===== src/hw/rtl/wscb_pkg.sv =====
// shared types and constants for the weighted sliding column blur
// no dependencies
`timescale 1ns / 1ps
`default_nettype none
package wscb_pkg;
    localparam int COLOR_W = 8;
    localparam int GAIN_W = 10;
    localparam int NUM_W = 10;
    localparam int DIV_W = 11;
    localparam logic [DIV_W-1:0] DIV_RESET = 11'd128;
    localparam int WINDOW_DEFAULT = 96;
    localparam int MAX_GAIN = 766;
    localparam int MAX_COLOR = 255;

    // one classified pixel request, gain already computed
    typedef struct packed {
        logic [COLOR_W-1:0] r;
        logic [COLOR_W-1:0] g;
        logic [COLOR_W-1:0] b;
        logic [GAIN_W-1:0]  gain;
        logic               col_start;
    } item_t;
endpackage
`default_nettype wire


===== src/hw/rtl/wscb_front.sv =====
// front end: accepts pixels, holds the divisor register, computes gain bit-serially
// depends on wscb_pkg
`timescale 1ns / 1ps
`default_nettype none
module wscb_front (
    input  wire logic                          clk,
    input  wire logic                          rst_n,
    input  wire logic                          push,
    output      logic                          full,
    input  wire logic [wscb_pkg::COLOR_W-1:0]  red_in,
    input  wire logic [wscb_pkg::COLOR_W-1:0]  green_in,
    input  wire logic [wscb_pkg::COLOR_W-1:0]  blue_in,
    input  wire logic                          column_start,
    input  wire logic                          div_we,
    input  wire logic [wscb_pkg::DIV_W-1:0]    div_wdata,
    output      logic                          item_valid,
    input  wire logic                          item_ready,
    output      wscb_pkg::item_t               item
);
    logic                         busy_reg;
    logic                         done_reg;
    logic [wscb_pkg::DIV_W-1:0]   div_reg;
    logic [wscb_pkg::COLOR_W-1:0] r_reg, g_reg, b_reg;
    logic                         cs_reg;
    logic [wscb_pkg::NUM_W-1:0]   num_reg;
    logic [wscb_pkg::DIV_W:0]     rem_reg;
    logic [wscb_pkg::GAIN_W-1:0]  quo_reg;
    logic [3:0]                   cnt_reg;

    logic [wscb_pkg::DIV_W-1:0]   div_eff;
    logic [wscb_pkg::DIV_W:0]     rem_sh;
    logic                         ge;
    logic [wscb_pkg::DIV_W:0]     rem_next;
    logic [wscb_pkg::NUM_W-1:0]   num_next;

    // restoring divide step of r+g+b by the divisor, zero treated as one
    always_comb
    begin
        div_eff  = (div_reg == '0) ? wscb_pkg::DIV_W'(1) : div_reg;
        rem_sh   = {rem_reg[wscb_pkg::DIV_W-1:0], num_reg[wscb_pkg::NUM_W-1]};
        ge       = rem_sh >= {1'b0, div_eff};
        rem_next = ge ? (rem_sh - {1'b0, div_eff}) : rem_sh;
        num_next = wscb_pkg::NUM_W'(red_in) + wscb_pkg::NUM_W'(green_in)
                 + wscb_pkg::NUM_W'(blue_in);
    end

    assign full       = busy_reg;
    assign item_valid = done_reg;
    assign item.r         = r_reg;
    assign item.g         = g_reg;
    assign item.b         = b_reg;
    assign item.gain      = quo_reg + wscb_pkg::GAIN_W'(1);
    assign item.col_start = cs_reg;

    // control and divisor register
    always_ff @(posedge clk or negedge rst_n)
    begin
        if (!rst_n)
        begin
            busy_reg <= 1'b0;
            done_reg <= 1'b0;
            div_reg  <= wscb_pkg::DIV_RESET;
            cnt_reg  <= '0;
        end
        else
        begin
            if (div_we)
            begin
                div_reg <= div_wdata;
            end
            if (!busy_reg)
            begin
                if (push)
                begin
                    busy_reg <= 1'b1;
                    cnt_reg  <= 4'(wscb_pkg::NUM_W - 1);
                end
            end
            else if (!done_reg)
            begin
                if (cnt_reg == '0)
                begin
                    done_reg <= 1'b1;
                end
                else
                begin
                    cnt_reg <= cnt_reg - 4'd1;
                end
            end
            else if (item_ready)
            begin
                busy_reg <= 1'b0;
                done_reg <= 1'b0;
            end
        end
    end

    // pixel capture and divider datapath
    always_ff @(posedge clk)
    begin
        if (!busy_reg && push)
        begin
            r_reg   <= red_in;
            g_reg   <= green_in;
            b_reg   <= blue_in;
            cs_reg  <= column_start;
            num_reg <= num_next;
            rem_reg <= '0;
            quo_reg <= '0;
        end
        else if (busy_reg && !done_reg)
        begin
            num_reg <= {num_reg[wscb_pkg::NUM_W-2:0], 1'b0};
            rem_reg <= rem_next;
            quo_reg <= {quo_reg[wscb_pkg::GAIN_W-2:0], ge};
        end
    end
endmodule
`default_nettype wire


===== config.mk =====
export PLATFORM = sky130hd
export DESIGN_NAME = wscb_front
export DESIGN_NICKNAME = d
export VERILOG_FILES = /design/src/hw/rtl/wscb_pkg.sv /design/src/hw/rtl/wscb_front.sv
export SDC_FILE = /design/constraint.sdc
export NUM_CORES = 1
export LEC_CHECK = 0
export BUFFER_PORTS_ARGS = -buffer_cell sky130_fd_sc_hd__buf_2
export CAP_MARGIN = 40
export CORE_MARGIN = 2
export CORE_UTILIZATION = 49
export DETAILED_ROUTE_END_ITERATION = 16
export MAX_ROUTING_LAYER = met4
export PLACE_DENSITY = 0.72
export SLEW_MARGIN = 20
export SYNTH_ARGS = -nofsm -noshare
export SYNTH_HDL_FRONTEND = slang
export SYNTH_SLANG_ARGS = --single-unit

===== constraint.sdc =====
create_clock -name clk -period 3.05 [get_ports clk]
set_input_delay 0.4575 -clock clk [delete_from_list [all_inputs] [get_ports clk]]
set_output_delay 0.4575 -clock clk [all_outputs]
set_load 0.05 [all_outputs]

# After elaboration in Yosys (flattened, before gate mapping)
# Index checks and enable logic that the tools add are counted.
dict set report op_classes {
  add_sub_neg 5
  magnitude_cmp 1
  n_eq_ne 2
  n_mux 14
  n_reduce_logical 9
}
# operator count
set ops {}
lappend ops {{$mux 11} 2}
lappend ops {{$mux 10} 2}
lappend ops {{$mux 4} 4}
lappend ops {{$ge 12x11->1} 1}
lappend ops {{$logic_not 11->1} 1}
lappend ops {{$sub 11x11->11} 1}
lappend ops {{$add 10x1->10 const B} 1}
lappend ops {{$add 9x8->10} 1}
lappend ops {{$add 8x8->9} 1}
lappend ops {{$mux 1} 6}
lappend ops {{$logic_not 4->1} 1}
lappend ops {{$ne 2x2->1 const B} 2}
lappend ops {{$reduce_bool 2->1} 2}
lappend ops {{$sub 4x1->4 const B} 1}
lappend ops {{$reduce_and 3->1} 1}
lappend ops {{$logic_and 1x1->1} 2}
lappend ops {{$logic_not 1->1} 2}
dict set report word_totals {
  register_bits 73
  inputBits 41
  word_cells 42
}

# Longest topological paths before layout
dict set report logic_depth {
  word_depth 4
  ltp_mapped 11
  ltp_nobuf 11
}

# Worst setup path after synthesis
# OpenSTA, ideal clock, no wires.
dict set report synth_timing {
  path_kind {input to register}
  startpoint {input port red_in[1] in the netlist's numbering}
  endpoint {register num_reg[9] in the netlist's numbering, data pin}
  setup_time_ns 0.256
  arrival_time_ns 2.493
  t_required_ns 2.794
  path_slack_ns 0.301
  cell_stages 9
  path_cell_list {fa_1 > ha_1 > fa_1 > a21o_1 > a21oi_1 > o21bai_1 > a21oi_1 > o21bai_1 > a31o_2}
}
dict set report synth_via {
  elab_chain_len 3
}
# element line_no
set synth_lines {}
lappend synth_lines {{from (decl)} wscb_front.sv:10} ;# input wire logic [wscb_pkg::COLOR_W-1:0] red_in,
lappend synth_lines {{$add 8x8->9} wscb_front.sv:43} ;# num_next = wscb_pkg::NUM_W'(red_in) + wscb_pkg::NUM_W'(green_in)
lappend synth_lines {{$add 9x8->10} wscb_front.sv:44} ;# + wscb_pkg::NUM_W'(blue_in);
lappend synth_lines {{$mux 10} wscb_front.sv:101} ;# if (!busy_reg && push)
lappend synth_lines {{to (signal assigned)} wscb_front.sv:107} ;# num_reg <= num_next;
lappend synth_lines {{to (signal assigned)} wscb_front.sv:113} ;# num_reg <= {num_reg[wscb_pkg::NUM_W-2:0], 1'b0};
lappend synth_lines {{to (decl)} wscb_front.sv:25} ;# logic [wscb_pkg::NUM_W-1:0] num_reg;
# No other way between the ends.
# A chain may end at the register's enable or synchronous reset.

# Final worst setup path
dict set report layout_timing {
  startpoint {register div_reg[7] in the netlist's numbering}
  endpoint {register rem_reg[4] in the netlist's numbering}
}
dict set report layout_via {
  elab_chain_len 4
  word_cells_on_any_way 5
}
# element line_no
set layout_lines {}
lappend layout_lines {{from (decl)} wscb_front.sv:22} ;# logic [wscb_pkg::DIV_W-1:0] div_reg;
lappend layout_lines {{from (signal assigned)} wscb_front.sv:62} ;# div_reg <= wscb_pkg::DIV_RESET;
lappend layout_lines {{from (signal assigned)} wscb_front.sv:69} ;# div_reg <= div_wdata;
lappend layout_lines {{$logic_not 11->1} wscb_front.sv:39} ;# div_eff = (div_reg == '0) ? wscb_pkg::DIV_W'(1) : div_reg;
lappend layout_lines {{$mux 11 *} wscb_front.sv:39}
lappend layout_lines {{$sub 11x11->11 / $ge 12x11->1 (equally long branches)} {wscb_front.sv:42, wscb_front.sv:41}}
lappend layout_lines {{$mux 11 *} wscb_front.sv:42} ;# rem_next = ge ? (rem_sh - {1'b0, div_eff}) : rem_sh;
lappend layout_lines {{to (signal assigned)} wscb_front.sv:114} ;# rem_reg <= rem_next;
lappend layout_lines {{to (decl)} wscb_front.sv:26} ;# logic [wscb_pkg::DIV_W:0] rem_reg;
# Mark *: on every way between the ends. The rest lies on a longest branch, timed or not.

==> flow_summary.ini <==
[layout]
finalNonFillerCells = 549
design_area_mm2 = 0.004586
area_growth_pct = 16.94
final_nets = 514
n_antenna_cell = 0
drive_above_1_share_pct = 25.50

[timing]
fin_skew_ns = 0.01287
slew_headroom_pct = 65.81
worstMarginPinSlew_ns = 0.5059
finalWorstSetupSlack_ns = 0.2882
layout_min_cycle_time_ns = 2.762
finalHoldViolations = 0
finalCritPeriodShare_pct = 90.55
finalSetupViolCount = 0
timing.fmax_ghz = 0.3621
finalSetupTns_ns = 0
rsz0062_at_grt = false
slew_viol_final = 0

[global_route]
gr-total-overflow = 0
grt_max_degree = 30
busiest_layer = met2
met2_usage_pct = 30.34
grt_use_total_pct = 19.86
grt_pass1_wl_mm = 13.21
grt_pass1_vias = 2802
gr-usage-met3_pct = 3.626
antenna_found_initial = 0
use_met1_pct = 26.63

[synth]
synth.avg_cell_area_um2 = 10.83
ys.flop_type = edfxtp_1
synth_edf_count = 35
syn_area_mm2 = 0.003921
ys_seq_elements = 73
synthesis.nets = 434
ys_seq_area_share_pct = 48.40
synthArstFlopShare_pct = 23.29
syn-instance-count = 362
yosysWarnings = 0
yosysUniqueCellTypes = 57

[detailed_routing]
drt_wl_total_mm = 7.887
via_per_inst = 5.452
ant_nets = 0
wl_per_cell_um = 14.37
drc = 0
dr_total_vias = 2993
first_pass_iters = 4
drt-initial-drc-count = 173

[worst_setup_path]
crit_chain = nor4_1 -> a41o_1 -> ha_1 -> fa_1 -> nand2b_2 -> a21oi_4 -> o21a_1 -> o2111ai_1 -> buf_4 -> nand4_1 -> o311ai_4
r2r_cells = 11
end_kind = flip-flop
cp.required_ns = 3.26
timing.rr.start = div_reg[7]$_DFFE_PN1P_
worst_path_max_delay_cell = dfstp_2
crit_start = div_reg[7]$_DFFE_PN1P_
slowest_delay_ns = 0.54
crit_path_start_kind = flip-flop
cp.arrival_ns = 2.97
crit_type = flip-flop to flip-flop
path_max_fanout = 11

[placement]
dp_slack_ns = 0.01860
place_hpwl_mm = 5.967
dp.cells = 533
placed_area_mm2 = 0.004417
gp_congestion = 0.8368
port_buffers = 77

[floorplanning]
io_pins = 78
core-area_mm2 = 0.007727
start_util_pct = 50.74
die_y_um = 93.46
placement_rows = 32
die_x_um = 93.46
die-area_mm2 = 0.008734

[clocking]
post_cts_buffers = 0
postCtsHoldBufs = 0
max-clock-path-buffers = 2
cts_buffers = 9
clkTransAtPathRegs_ns = 0.08
cts.sinks = 73
cts_max_level = 3
clk_latency_ns = 0.35
cts_tree = yes
ctsResizeCount = 0
root_buffer = clkbuf_8

[power]
switching_power_uw = 2179
powerDensity_mw_per_mm2 = 1045
p_leak_uw = 0.002013
max-vdd-ir-drop_uv = 441.0
power_uw = 4791
clkPwrFrac_pct = 14.1
sequentialPowerShare_pct = 33.7
power_report.internal_total_uw = 2612
combPwrFrac_pct = 52.2
swShare_pct = 45.48

[min_path]
hp-class = input pin to async pin

[outcome]
status = finished, final reports clean

[run]
maxCapViolations = 0
[cell usage after synthesis (2+ instances only)]
library cell | n | area share [%]
and3_1 | 5 | 0.80
fa_1 | 10 | 5.1
nor4b_1 | 2 | 0.45
xor2_1 | 4 | 0.89
edfxtp_1 | 35 | 27
a22o_1 | 8 | 1.8
a211o_2 | 2 | 0.51
nor2_2 | 3 | 0.48
nand4_1 | 11 | 1.8
o2111ai_1 | 3 | 0.67
a211oi_1 | 2 | 0.38
nand3_1 | 15 | 1.9
a21o_1 | 3 | 0.57
nor2b_1 | 3 | 0.48
o21a_1 | 8 | 1.5
nor3b_1 | 2 | 0.38
nand2b_1 | 4 | 0.64
o311ai_2 | 2 | 0.83
nor2_1 | 10 | 0.96
o21ai_0 | 22 | 2.8
clkbuf_1 | 8 | 0.77
nor3_1 | 2 | 0.26
ha_1 | 21 | 6.7
nand2_1 | 45 | 4.3
xnor2_1 | 13 | 2.9
buf_2 | 5 | 0.64
inv_1 | 26 | 2.5
dfxtp_1 | 21 | 11
o21bai_1 | 3 | 0.57
buf_4 | 2 | 0.38
nor4_1 | 2 | 0.32
o211ai_1 | 8 | 1.5
or3_1 | 3 | 0.48
dfrtp_1 | 16 | 10
a21oi_1 | 11 | 1.4
[critical path, delay by kind of cell (launching register included)]
family / cells / cell delay [ns]
compound gates: 5 / 0.85
fa+ha+maj: 2 / 0.60
buf+inv: 1 / 0.20
flops: 1 / 0.54
simple gates: 3 / 0.43
[final cells by class]
| class | instances | area [µm²] |
|---|---|---|
| multi-input combinational | 248 | 1856 |
| tap | 102 | 127.6 |
| clock buffer | 9 | 123.9 |
| sequential | 73 | 1898 |
| clock inverter | 7 | 45.04 |
| inverter | 26 | 97.59 |
| timing repair buffer | 84 | 437.9 |
| fill | 676 | 3142 |
[worst paths after layout]
path                                             to  slack (ns)
max                         rem_reg[4]$_SDFFE_PP0P_        0.29
min                          div_reg[8]$_DFFE_PN0P_        0.02
max reg2reg                 rem_reg[4]$_SDFFE_PP0P_        0.29
min reg2reg                rem_reg[10]$_SDFFE_PP0P_        0.48
max in group asynchronous    div_reg[7]$_DFFE_PN1P_        2.72
min in group clk                   cs_reg$_DFFE_PP_        0.28
[metal layers]
metal  wire length, µm  vias to the layer above
li1                  -                     1477
met1              3526                     1426
met2              3776                       75
met3               411                       15
met4               172                        0
met5                 0                        -
[kinds of logic (layout without fill, tap and decap cells)]
family	after synthesis	count (layout)	synth area share, %
AND/OR/NAND/NOR	113	113	14.77
AO/OA/AOI/OAI	85	85	16.40
flip-flops	73	73	48.40
buffers and inverters	41	126	4.275
adder cells (fa/ha/maj)	31	31	11.81
XOR/XNOR	17	17	3.797
multiplexers	2	2	0.5424
[power groups by stage]
stage / Sequential (µW) / Combinational, µW / Clock (µW)
CTS: 1620 / 2510 / 685
global route: 1650 / 2760 / 732
global placement: 1620 / 2420 / 0
finish: 1610 / 2500 / 674
detailed placement: 1630 / 2510 / 0
floorplan: 1720 / 1840 / 0
[cells in the final DEF (no fill, tap or decap), types with 4 or more instances in the layout]
cell type | Yosys | routed
nand3_1 | 15 | 15
nand2b_1 | 4 | 4
xnor2_1 | 13 | 13
a21oi_1 | 11 | 11
clkbuf_8 | 0 | 9
ha_1 | 21 | 21
o21ai_0 | 22 | 22
dfrtp_1 | 16 | 16
buf_4 | 2 | 7
nand2_1 | 45 | 45
dfxtp_1 | 21 | 21
inv_1 | 26 | 26
buf_2 | 5 | 77
fa_1 | 10 | 10
nor2_1 | 10 | 10
a22o_1 | 8 | 8
nand4_1 | 11 | 11
o211ai_1 | 8 | 8
edfxtp_1 | 35 | 35
xor2_1 | 4 | 4
o21a_1 | 8 | 8
and3_1 | 5 | 5
[stage by stage]
step                      util, %  hold slack, ns
final                       59.34         0.01896
after global routing        59.34         0.03736
after CTS                   59.34         0.03074
after detailed placement    57.16          0.4067
after global placement      57.16          0.3903
after floorplan                 -          0.1619
Note: power is estimated with default switching activity, not from simulation.
