$ cat src/hw/rtl/wscb_pkg.sv
// shared types and constants for the weighted sliding column blur
// no dependencies
`timescale 1ns / 1ps
`default_nettype none
package wscb_pkg;
    localparam int COLOR_W = 8;
    localparam int GAIN_W = 10;
    localparam int NUM_W = 10;
    localparam int DIV_W = 11;
    localparam logic [DIV_W-1:0] DIV_RESET = 11'd128;
    localparam int WINDOW_DEFAULT = 96;
    localparam int MAX_GAIN = 766;
    localparam int MAX_COLOR = 255;

    // one classified pixel request, gain already computed
    typedef struct packed {
        logic [COLOR_W-1:0] r;
        logic [COLOR_W-1:0] g;
        logic [COLOR_W-1:0] b;
        logic [GAIN_W-1:0]  gain;
        logic               col_start;
    } item_t;
endpackage
`default_nettype wire

$ cat src/hw/rtl/wscb_queue.sv
// two-entry queue between front and back ends
// depends on wscb_pkg
`timescale 1ns / 1ps
`default_nettype none
module wscb_queue (
    input  wire logic            clk,
    input  wire logic            rst_n,
    input  wire logic            in_valid,
    output      logic            in_ready,
    input  wire wscb_pkg::item_t in_item,
    output      logic            out_valid,
    input  wire logic            out_ready,
    output      wscb_pkg::item_t out_item
);
    wscb_pkg::item_t slot_reg [2];
    logic [1:0] count_reg;
    logic       wr_ptr_reg;
    logic       rd_ptr_reg;
    logic       do_push, do_pop;

    assign in_ready  = count_reg != 2'd2;
    assign out_valid = count_reg != 2'd0;
    assign out_item  = slot_reg[rd_ptr_reg];
    assign do_push   = in_valid && in_ready;
    assign do_pop    = out_valid && out_ready;

    // pointers and count
    always_ff @(posedge clk or negedge rst_n)
    begin
        if (!rst_n)
        begin
            count_reg  <= '0;
            wr_ptr_reg <= 1'b0;
            rd_ptr_reg <= 1'b0;
        end
        else
        begin
            if (do_push)
            begin
                wr_ptr_reg <= ~wr_ptr_reg;
            end
            if (do_pop)
            begin
                rd_ptr_reg <= ~rd_ptr_reg;
            end
            if (do_push && !do_pop)
            begin
                count_reg <= count_reg + 2'd1;
            end
            else if (do_pop && !do_push)
            begin
                count_reg <= count_reg - 2'd1;
            end
        end
    end

    // storage
    always_ff @(posedge clk)
    begin
        if (do_push)
        begin
            slot_reg[wr_ptr_reg] <= in_item;
        end
    end
endmodule
`default_nettype wire

$ cat config.mk
export PLATFORM = sky130hd
export DESIGN_NAME = wscb_queue
export DESIGN_NICKNAME = d
export VERILOG_FILES = /design/src/hw/rtl/wscb_pkg.sv /design/src/hw/rtl/wscb_queue.sv
export SDC_FILE = /design/constraint.sdc
export NUM_CORES = 1
export LEC_CHECK = 0
export BUFFER_PORTS_ARGS = -buffer_cell sky130_fd_sc_hd__buf_2
export CAP_MARGIN = 20
export CORE_ASPECT_RATIO = 0.8
export CORE_MARGIN = 8
export CORE_UTILIZATION = 49
export CTS_BUF_LIST = sky130_fd_sc_hd__clkbuf_4 sky130_fd_sc_hd__clkbuf_8
export DETAILED_ROUTE_END_ITERATION = 7
export GPL_TIMING_DRIVEN = 0
export PLACE_DENSITY = 0.82
export SETUP_SLACK_MARGIN = 0.4
export SLEW_MARGIN = 10
export SYNTH_ARGS = -nofsm -noshare
export SYNTH_HDL_FRONTEND = slang
export SYNTH_SLANG_ARGS = --single-unit
$ cat constraint.sdc
create_clock -name clk -period 2.3 [get_ports clk]
set_input_delay 0.23 -clock clk [delete_from_list [all_inputs] [get_ports clk]]
set_output_delay 0.23 -clock clk [all_outputs]
set_load 0.05 [all_outputs]
Yosys cells after proc, flatten, opt, wreduce, memory -nomap -nowiden --
Memory sizes are Yosys's and may differ from the RTL's. Cells that the tools add are included. Widths: inputs -> output; s select.
Storage, ports and cells: register bits after elaboration 4, latch bits 0, memory bits (writable) 70, bits in read-only memories 0, bits of input ports 39, output and inout port bits 37, logic and storage cells 21, memories kept 1
Cells by class: $add $sub $neg 2, multipliers 0, divide/modulo/power cells 0, $lt $le $gt $ge 0, equal/unequal tests 1, shift-type cells 0, mux-type cells 4, bitwise logic cells 2, reduce and logical (&&, ||, !) cells 8
Memory list:
- slot_reg | depth 2, width 35, read ports 1, clocked after memory_dff 0, wr ports 1, RTL line wscb_queue.sv:15 | wscb_pkg::item_t slot_reg [2];
Operators with widths (count):
- $logic_and 1x1->1 | 4
- $mux 2 | 2
- $reduce_bool 2->1 | 2
- $add 2x1->2 const B | 1
- $logic_not 1->1 | 2
- $mux 1 | 2
- $ne 2x2->1 const B | 1
- $not 1->1 | 2
- $sub 2x1->2 const B | 1

Longest topological paths before layout --
Gate-level depths: netlist of run 1.
depth after elaboration 6, mapped depth 7, mapped depth without buffers 7

Worst setup path after synthesis of run 1 --
OpenSTA, ideal clock, no wires.
kind register -> register, start reg count_reg[0], end mem slot_reg[0][0] in the netlist's numbering (enable), setup time 0.427 ns, arrival time 2.549 ns, required time 1.873 ns, setup slack -0.676 ns, stages on the path, launching flop included 4, path buffers 0, period minus slack after synthesis 2.976 ns, cells stage by stage dfrtp_1 -> nand2b_1 -> nand2_1 -> nor2_1
Between the ends: longest elaborated chain between the ends 4
Ends and longest elaborated chain:
- from (decl) | RTL line wscb_queue.sv:16 | logic [1:0] count_reg;
- from (signal assigned) | RTL line wscb_queue.sv:48 | count_reg <= count_reg + 2'd1;
- from (signal assigned) | RTL line wscb_queue.sv:52 | count_reg <= count_reg - 2'd1;
- $ne 2x2->1 | RTL line wscb_queue.sv:21 | assign in_ready = count_reg != 2'd2;
- net in_ready | RTL line wscb_queue.sv:9 | output logic in_ready,
- $logic_and 1x1->1 | RTL line wscb_queue.sv:24 | assign do_push = in_valid && in_ready;
- $mux 1 | RTL line wscb_queue.sv:60 | if (do_push)
- $mux 1 (not written as such) | RTL line wscb_queue.sv:62 | slot_reg[wr_ptr_reg] <= in_item;
- to (decl) | RTL line wscb_queue.sv:15
The timed path passes the listed nets, and every way through them passes these cells.

==> metrics, run 1 <==
HP Class primary input to flop; Die W slightly above 100 µm; Setup TNS 0 ns; layout cells sized above 1 60.91%; number of enable flip-flop cells after synthesis 70; global-route wire length before repair around 7700 µm; RR Endpoint slot_reg[1][4]$_DFFE_PP_; fin crit period around 1.8 ns; pre-CTS setup slack 0.3567 ns; Peak VDD IR approximately 830 µV; setup ws final 0.5224 ns; critical path depth in cells 4; Final Util around 63%; Hold Vio Cnt, Final 0; vias in the first global route roughly 1600; Worst path max stage delay 0.38 ns; Hold Path Depth 1; initial core utilization 49.60%; CTS Buf Count 9; dominant cells by area after synthesis edfxtp_1 73%, mux2_4 15%, dfrtp_1 3.5%; CTS sink cnt 74; syn avg cell area 22.60 µm²; slew margin rel. roughly 42%; register area share after synthesis between 70% and 80%; Distinct cells, synth 15; max FFs per register 70; count leader, synth edfxtp_1; Post-CTS Setup Inserts 0; worst slew pin tran 0.8671 ns; Worst setup EP type output port; # setup viols final 0; ant diodes 0; CP startpoint kind flop; Main synth FF type edfxtp_1; RSZ-0062 raised after global routing false; area occupied by multi-input gates ~600 µm²; worst setup path end out_item[20]; synthesized cell area around 0.0029 mm²; post-synthesis cell count around 130; buffer levels on the longest clock path 2; largest net degree at the start of global routing 36; Via density about 4.7; Pwr per Cell Area between 1500 and 2000 mW/mm²; CTS tree yes; max frequency 0.5626 GHz; RePlAce Congestion around 0.64; FF+latch area roughly 0.0022 mm²; slowest cell on the critical path dfrtp_1; max-cap violations 0; final instance area 0.003621 mm²; Worst-Skew Late Latency ~0.34 ns; initial antenna violation count 0; synth cell count leaders 70 x edfxtp_1, 29 x mux2_4, 6 x mux2_2, 4 x dfrtp_1; R2R depth 1; number of iterations in the first detailed-routing pass 4; root buffer cell clkbuf_8; Port Buffers 75; Final ANT Viol Nets 0; core area approximately 0.0058 mm²; crit path DAT between 1.5 and 2 ns; total number of vias 1426; worst flop-to-flop path startpoint wr_ptr_reg$_DFFE_PN0P_; # rows 25; hpwl dp between 3000 and 4000 µm; dpl cell area 0.003358 mm²; critical path class flop to output port; CP Max Fanout 10; Filler Cell Count ~440; CP required 2.07 ns; cell family with most CP delay buffers and inverters; Syn-to-layout area delta 26.16%; DRC 0; crit path from rd_ptr_reg$_DFFE_PN0P_; final slew viol count 0; Seq cells post-synth 74; clock edge transition at the registers on the reported setup and hold paths roughly 0.08 ns; CP Buf/Inv Count 3; Leak Pwr ~1.5 nW; GRT overflow 0; largest area contributor in the netlist edfxtp_1; Post-synth ARST share under 10%; Final period util between 70 and 80%; H-Tree Depth 3; IO Count between 70 and 80; Routed wire per std cell 16.38 µm; final WL between 4000 and 5000 µm; die area 0.008578 mm²; CP cell instances buf_6, buf_12, mux2_4, buf_2; Initial DRC Count 56; Final Skew between 0.01 and 0.015 ns; Syn Nets about 170; total of warnings raised by yosys 0; share of the synthesized area in the top cell type 73.23%; Nets about 260; chip height 84.46 µm; GRT Total Usage between 10% and 20%; status finished, final reports clean; Reg2Reg Setup Slack approximately 0.56 ns
[stage by stage]
stage | power [W] | hold WS [ns] | cells
6_report | 0.005639 | 0.07531 | 301
5_1_grt | 0.005870 | 0.05075 | 301
4_1_cts | 0.005715 | 0.06137 | 301
3_5_place_dp | 0.004506 | 0.04217 | 283
3_3_place_gp | 0.004465 | 0.04103 | 283
2_1_floorplan | 0.004031 | -0.06559 | 127
[timing repair]
item                       4_1_cts  5_1_grt
hold endpoints to repair         4        0
resized for setup                1        0
setup endpoints to repair       35        0
hold buffers                     1        0
[power breakdown]
part / internal [W] / switching (W)
Clock: 0.000720 / 0.000457
Sequential: 0.00185 / 0.000108
Combinational: 0.000841 / 0.00166
[cells by family after synthesis]
family	share of synthesized area, %
xor gates and xnor gates	1.526
adders and majority gates	0.4359
buffers and inverters	2.615
DFF	76.72
muxes	17.52
and+or+nand+nor	1.178
[cell type report]
cell class,count,area share (%)
well taps,81,2.799
clock buffers,9,3.421
clock inverters,7,3.248
repair buffers,76,10.64
inverters,1,0.1037
flip-flops and latches,74,60.82
plain buffers,4,1.970
multi-input cells,49,17.00
[metal layers]
layer / vias up / share of wire, % / global-route usage [%]
met5: - / 0 / 0
met1: 691 / 42 / 13.47
met2: 63 / 45 / 18.15
met3: 5 / 12 / 7.107
met4: 0 / 1.2 / 4.993
li1: 667 / - / -
[worst min path at each step]
stage / startpoint / endpoint / slack (ns)
final: in_item[23] / slot_reg[0][23]$_DFFE_PP_ / 0.08
after global routing: in_item[23] / slot_reg[0][23]$_DFFE_PP_ / 0.05
after CTS: in_item[23] / slot_reg[0][23]$_DFFE_PP_ / 0.06
after detailed placement: rst_n / wr_ptr_reg$_DFFE_PN0P_ / 0.04
after global placement: rst_n / wr_ptr_reg$_DFFE_PN0P_ / 0.04
after floorplan: rst_n / count_reg[0]$_DFFE_PN0P_ / -0.07
[layout by cell type (no fill, tap or decap), types with 3 or more instances in the layout]
master,instances
bufinv_16,3
xnor2_1,3
mux2_2,6
clkbuf_8,9
edfxtp_1,70
mux2_4,29
buf_12,3
dfrtp_1,4
buf_2,75
No activity file was read; power rests on OpenSTA's default activity.
==> run 2, diff against run 1 <==
Clock period 2.3 ns to 1.6 ns, I/O delays scaled along.
==> metrics, run 2 (synthesized netlist as in run 1, its figures left out) <==
status finished, violations left; failing checks setup timing; # rows 25; Via density ~4.7; Final period util 104.3%; H-Tree Depth 3; CP required between 1 and 1.5 ns; initial antenna violation count 0; Port Buffers 75; CTS sink cnt 74; GRT Total Usage 16.66%; final slew viol count 0; CP Max Fanout 10; Pwr per Cell Area 2143 mW/mm²; chip height roughly 84 µm; Peak VDD IR 1264 µV; commonest non-fill, non-tap cell in the layout edfxtp_1; die area approximately 0.0086 mm²; initial core utilization 49.60%; HP Class primary input to asynchronous set/reset pin; final instance area ~0.0046 mm²; core area slightly below 0.006 mm²; fin crit period 1.669 ns; Routed wire per std cell just under 20 µm; Overall Power ~0.01 W; root buffer cell clkbuf_8; ant diodes 0; IO Count 76; Final Skew between 0.005 and 0.006 ns; Die W about 100 µm; commonest non-fill, non-tap cells in the layout 70 x edfxtp_1, 38 x buf_2, 36 x dlygate4sd3_1; CP startpoint kind flop; CTS Buf Count 9; slew margin rel. between 80% and 90%; max-cap violations 0; max FFs per register 70; CTS tree yes; crit path DAT 1.51 ns; Worst setup EP type output port; buffer levels on the longest clock path 2; GRT overflow 0; setup ws final -0.06935 ns; max frequency about 0.6 GHz; Worst-Skew Late Latency around 0.35 ns; Syn-to-layout area delta 60.77%; Nets roughly 310; worst slew pin tran 0.2191 ns; area occupied by multi-input gates between 700 and 800 µm²; hpwl dp between 3000 and 4000 µm; dpl cell area around 0.0034 mm²; # setup viols final 34; global-route wire length before repair between 10000 and 15000 µm; RSZ-0062 raised after global routing true; FF+latch area around 0.0022 mm²; largest net degree at the start of global routing 17; number of iterations in the first detailed-routing pass 4; RePlAce Congestion ~0.64; clock edge transition at the registers on the reported setup and hold paths ~0.08 ns; Filler Cell Count 316; Setup TNS -1.787 ns; DRC 0; vias in the first global route approximately 1900; Hold Vio Cnt, Final 0; Initial DRC Count between 80 and 90; layout cells sized above 1 59.21%; total number of vias 1700; final WL ~7000 µm; critical path class flop to output port; Final ANT Viol Nets 0; Leak Pwr between 1.5 and 2 nW
[run 2: changes by cell type in the layout (fill, tap and decap cells not counted), sizes merged]
| cell | change |
|---|---|
| inv | +2 |
| dlygate4sd3 | +35 |
| and3 | +1 |
| clkinvlp | +1 |
| clkinv | -3 |
| buf | +21 |
[run 2: path summary, 6_finish.rpt]
| kind | endpoint | cells after the start | slack [ns] | start |
|---|---|---|---|---|
| max in group asynchronous | count_reg[0]$_DFFE_PN0P_ | 2 | 1.30 | rst_n |
| hold / removal | wr_ptr_reg$_DFFE_PN0P_ | 2 | 0.16 | rst_n |
| min in group clk | count_reg[0]$_DFFE_PN0P_ | 4 | 0.23 | out_ready |
| hold reg to reg | count_reg[0]$_DFFE_PN0P_ | 2 | 0.60 | count_reg[0]$_DFFE_PN0P_ |
| setup reg to reg | count_reg[1]$_DFFE_PN0P_ | 6 | 0.18 | count_reg[0]$_DFFE_PN0P_ |
| setup / recovery | out_item[19] | 4 | -0.07 | rd_ptr_reg$_DFFE_PN0P_ |
[run 2: stage by stage]
| step | setup WS, ns | util [%] | hold slack (ns) | instances |
|---|---|---|---|---|
| floorplan | -0.07331 | - | -0.1356 | 127 |
| CTS | -0.1016 | 78.05 | 0.1180 | 356 |
| global route | -0.1130 | 79.74 | 0.1601 | 358 |
| detailed placement | -0.2686 | 58.25 | -0.02599 | 283 |
| finish | -0.06935 | 79.74 | 0.1595 | 358 |
| global placement | -0.2495 | 58.25 | -0.02858 | 283 |
[run 2: layout make-up]
class | instances | area share (%)
Buffer | 4 | 1.627
Timing Repair Buffer | 132 | 27.71
Clock inverter | 7 | 2.684
Multi-Input combinational cell | 50 | 15.18
Sequential cell | 74 | 47.78
Clock buffer | 9 | 2.684
Inverter | 1 | 0.1356
Tap cell | 81 | 2.196
[run 2: critical path, cell delays in order, from the launching register on]
cell     delay, ns
dfrtp_1       0.39
buf_8         0.15
buf_12        0.15
mux2_4        0.31
buf_6         0.16
[run 2: where the power goes]
part | total (W) | internal, W | leakage (nW) | switching, W
clock network | 0.00179 | 0.00105 | 0.120 | 0.000737
registers | 0.00285 | 0.00266 | 0.695 | 0.000191
logic | 0.00525 | 0.00245 | 1.07 | 0.00281
[run 2: metal layers]
| metal | vias to the layer above | part of all wire (%) | wire [µm] | GRT usage, % |
|---|---|---|---|---|
| met5 | - | 0 | 0 | 0 |
| met4 | 0 | 1.2 | 87 | 4.723 |
| met3 | 10 | 7.0 | 489 | 7.934 |
| met2 | 62 | 52 | 3662 | 28.71 |
| met1 | 843 | 39 | 2744 | 17.55 |
| li1 | 785 | - | - | - |
[run 2: timing repair]
item	4_1_cts	5_1_grt
buffers inserted	19	2
cloned	2	0
setup endpoints to repair	109	110
resized for setup	95	20
hold buffers	36	0
hold endpoints to repair	74	0
pin swaps	8	7
==> run 3, diff against run 2 <==
Settings changed: SKIP_LAST_GASP from default to 1.
==> metrics, run 3 (synthesized netlist as in run 1, its figures left out) <==
setup ws final -0.07386 ns; Final period util 104.6%; CP required ~1.4 ns; failing checks setup timing; commonest non-fill, non-tap cells in the layout 70 x edfxtp_1, 45 x buf_6, 38 x buf_2; CTS Buf Count 9; CTS sink cnt 74; max FFs per register 70; Filler Cell Count about 330; fin crit period between 1.5 and 2 ns; IO Count 76; CP Max Fanout 10; Hold Vio Cnt, Final 0; initial antenna violation count 0; Min Hold Slack roughly 0.15 ns; Via density 4.702; slew margin rel. 86.12%; Worst setup EP type output port; # setup viols final 35; Worst-Skew Late Latency approximately 0.35 ns; Initial DRC Count 75; CTS tree yes; buffer levels on the longest clock path 2; Final ANT Viol Nets 0; layout cells sized above 1 between 50 and 60%; status finished, violations left; FF+latch area about 0.0022 mm²; GRT Total Usage roughly 16%; # rows 25; chip height approximately 84 µm; max-cap violations 0; DRC 0; clock edge transition at the registers on the reported setup and hold paths about 0.080 ns; RSZ-0062 raised after global routing true; Port Buffers 75; global-route wire length before repair ~10000 µm; Syn-to-layout area delta 60.24%; die area around 0.0086 mm²; Nets between 300 and 400; hpwl dp about 3300 µm; pre-CTS setup slack -0.2686 ns; HP Class primary input to asynchronous set/reset pin; GRT overflow 0; RePlAce Congestion about 0.64; vias in the first global route around 1900; Die W 101.6 µm; core area slightly below 0.006 mm²; critical path class flop to output port; Leak Pwr between 1.5 and 2 nW; commonest non-fill, non-tap cell in the layout edfxtp_1; ant diodes 0; crit path DAT roughly 1.5 ns; area occupied by multi-input gates 678.2 µm²; worst slew pin tran 0.2082 ns; final slew viol count 0; number of iterations in the first detailed-routing pass 4; initial core utilization about half; Peak VDD IR 1288 µV; Pwr per Cell Area 2124 mW/mm²; Final Skew roughly 0.0064 ns; Routed wire per std cell ~19 µm; total number of vias approximately 1700; H-Tree Depth 3; root buffer cell clkbuf_8; CP startpoint kind flop; largest net degree at the start of global routing 17; max frequency between 0.5 and 0.6 GHz; final WL about 7000 µm
==> run 3: final timing paths <==
kind	endpoint	cells after the start	start	slack (ns)
max	out_item[22]	4	rd_ptr_reg$_DFFE_PN0P_	-0.07
min	wr_ptr_reg$_DFFE_PN0P_	2	rst_n	0.15
max reg2reg	slot_reg[0][7]$_DFFE_PP_	5	count_reg[0]$_DFFE_PN0P_	0.20
min reg2reg	count_reg[0]$_DFFE_PN0P_	2	count_reg[0]$_DFFE_PN0P_	0.63
max in group asynchronous	wr_ptr_reg$_DFFE_PN0P_	2	rst_n	1.30
min in group clk	count_reg[0]$_DFFE_PN0P_	4	out_ready	0.23
==> run 3: cell type report <==
cell class / count / share of cell area, %
flip-flops and latches: 74 / 47.91
clock inverters: 7 / 2.693
plain buffers: 4 / 1.632
inverters: 1 / 0.08161
multi-input cells: 50 / 14.74
well taps: 81 / 2.203
repair buffers: 137 / 28.05
clock buffers: 9 / 2.693
==> run 3: repair_timing <==
action,4_1_cts,5_1_grt
hold buffers,36,0
endpoints found under the hold margin,74,0
gates resized for setup,83,12
cloned,2,2
pin swaps,8,7
setup buffers,19,5
setup endpoints to repair,109,110
==> run 3: per-stage QoR <==
stage	total power, W	TNS, ns	instances	cell area [µm²]	util, %
floorplan	0.005822	-2.936	127	2894	-
global placement	0.006453	-13.26	283	3371	58.25
detailed placement	0.006495	-14.14	283	3371	58.25
CTS	0.009423	-2.675	356	4469	77.23
global route	0.01012	-3.739	363	4599	79.48
finish	0.009768	-2.072	363	4599	79.48
==> run 3: power by group <==
group	internal (W)	switching, W
logic	0.00238	0.00277
clock network	0.00105	0.000727
registers	0.00266	0.000185
==> run 3: worst max-delay path, stage by stage, from the launching register on <==
cell and delay (ns):
dfrtp_1 0.40, buf_8 0.15, buf_12 0.15, mux2_4 0.31
buf_6 0.16
==> run 3: layer usage <==
| layer | routed length, µm | track usage, % | up-vias | share of wire [%] |
|---|---|---|---|---|
| met5 | 0 | 0 | - | 0 |
| met4 | 49 | 4.049 | 0 | 0.72 |
| met3 | 433 | 7.190 | 6 | 6.3 |
| met2 | 3595 | 27.94 | 61 | 53 |
| met1 | 2766 | 17.59 | 844 | 40 |
| li1 | - | - | 796 | - |
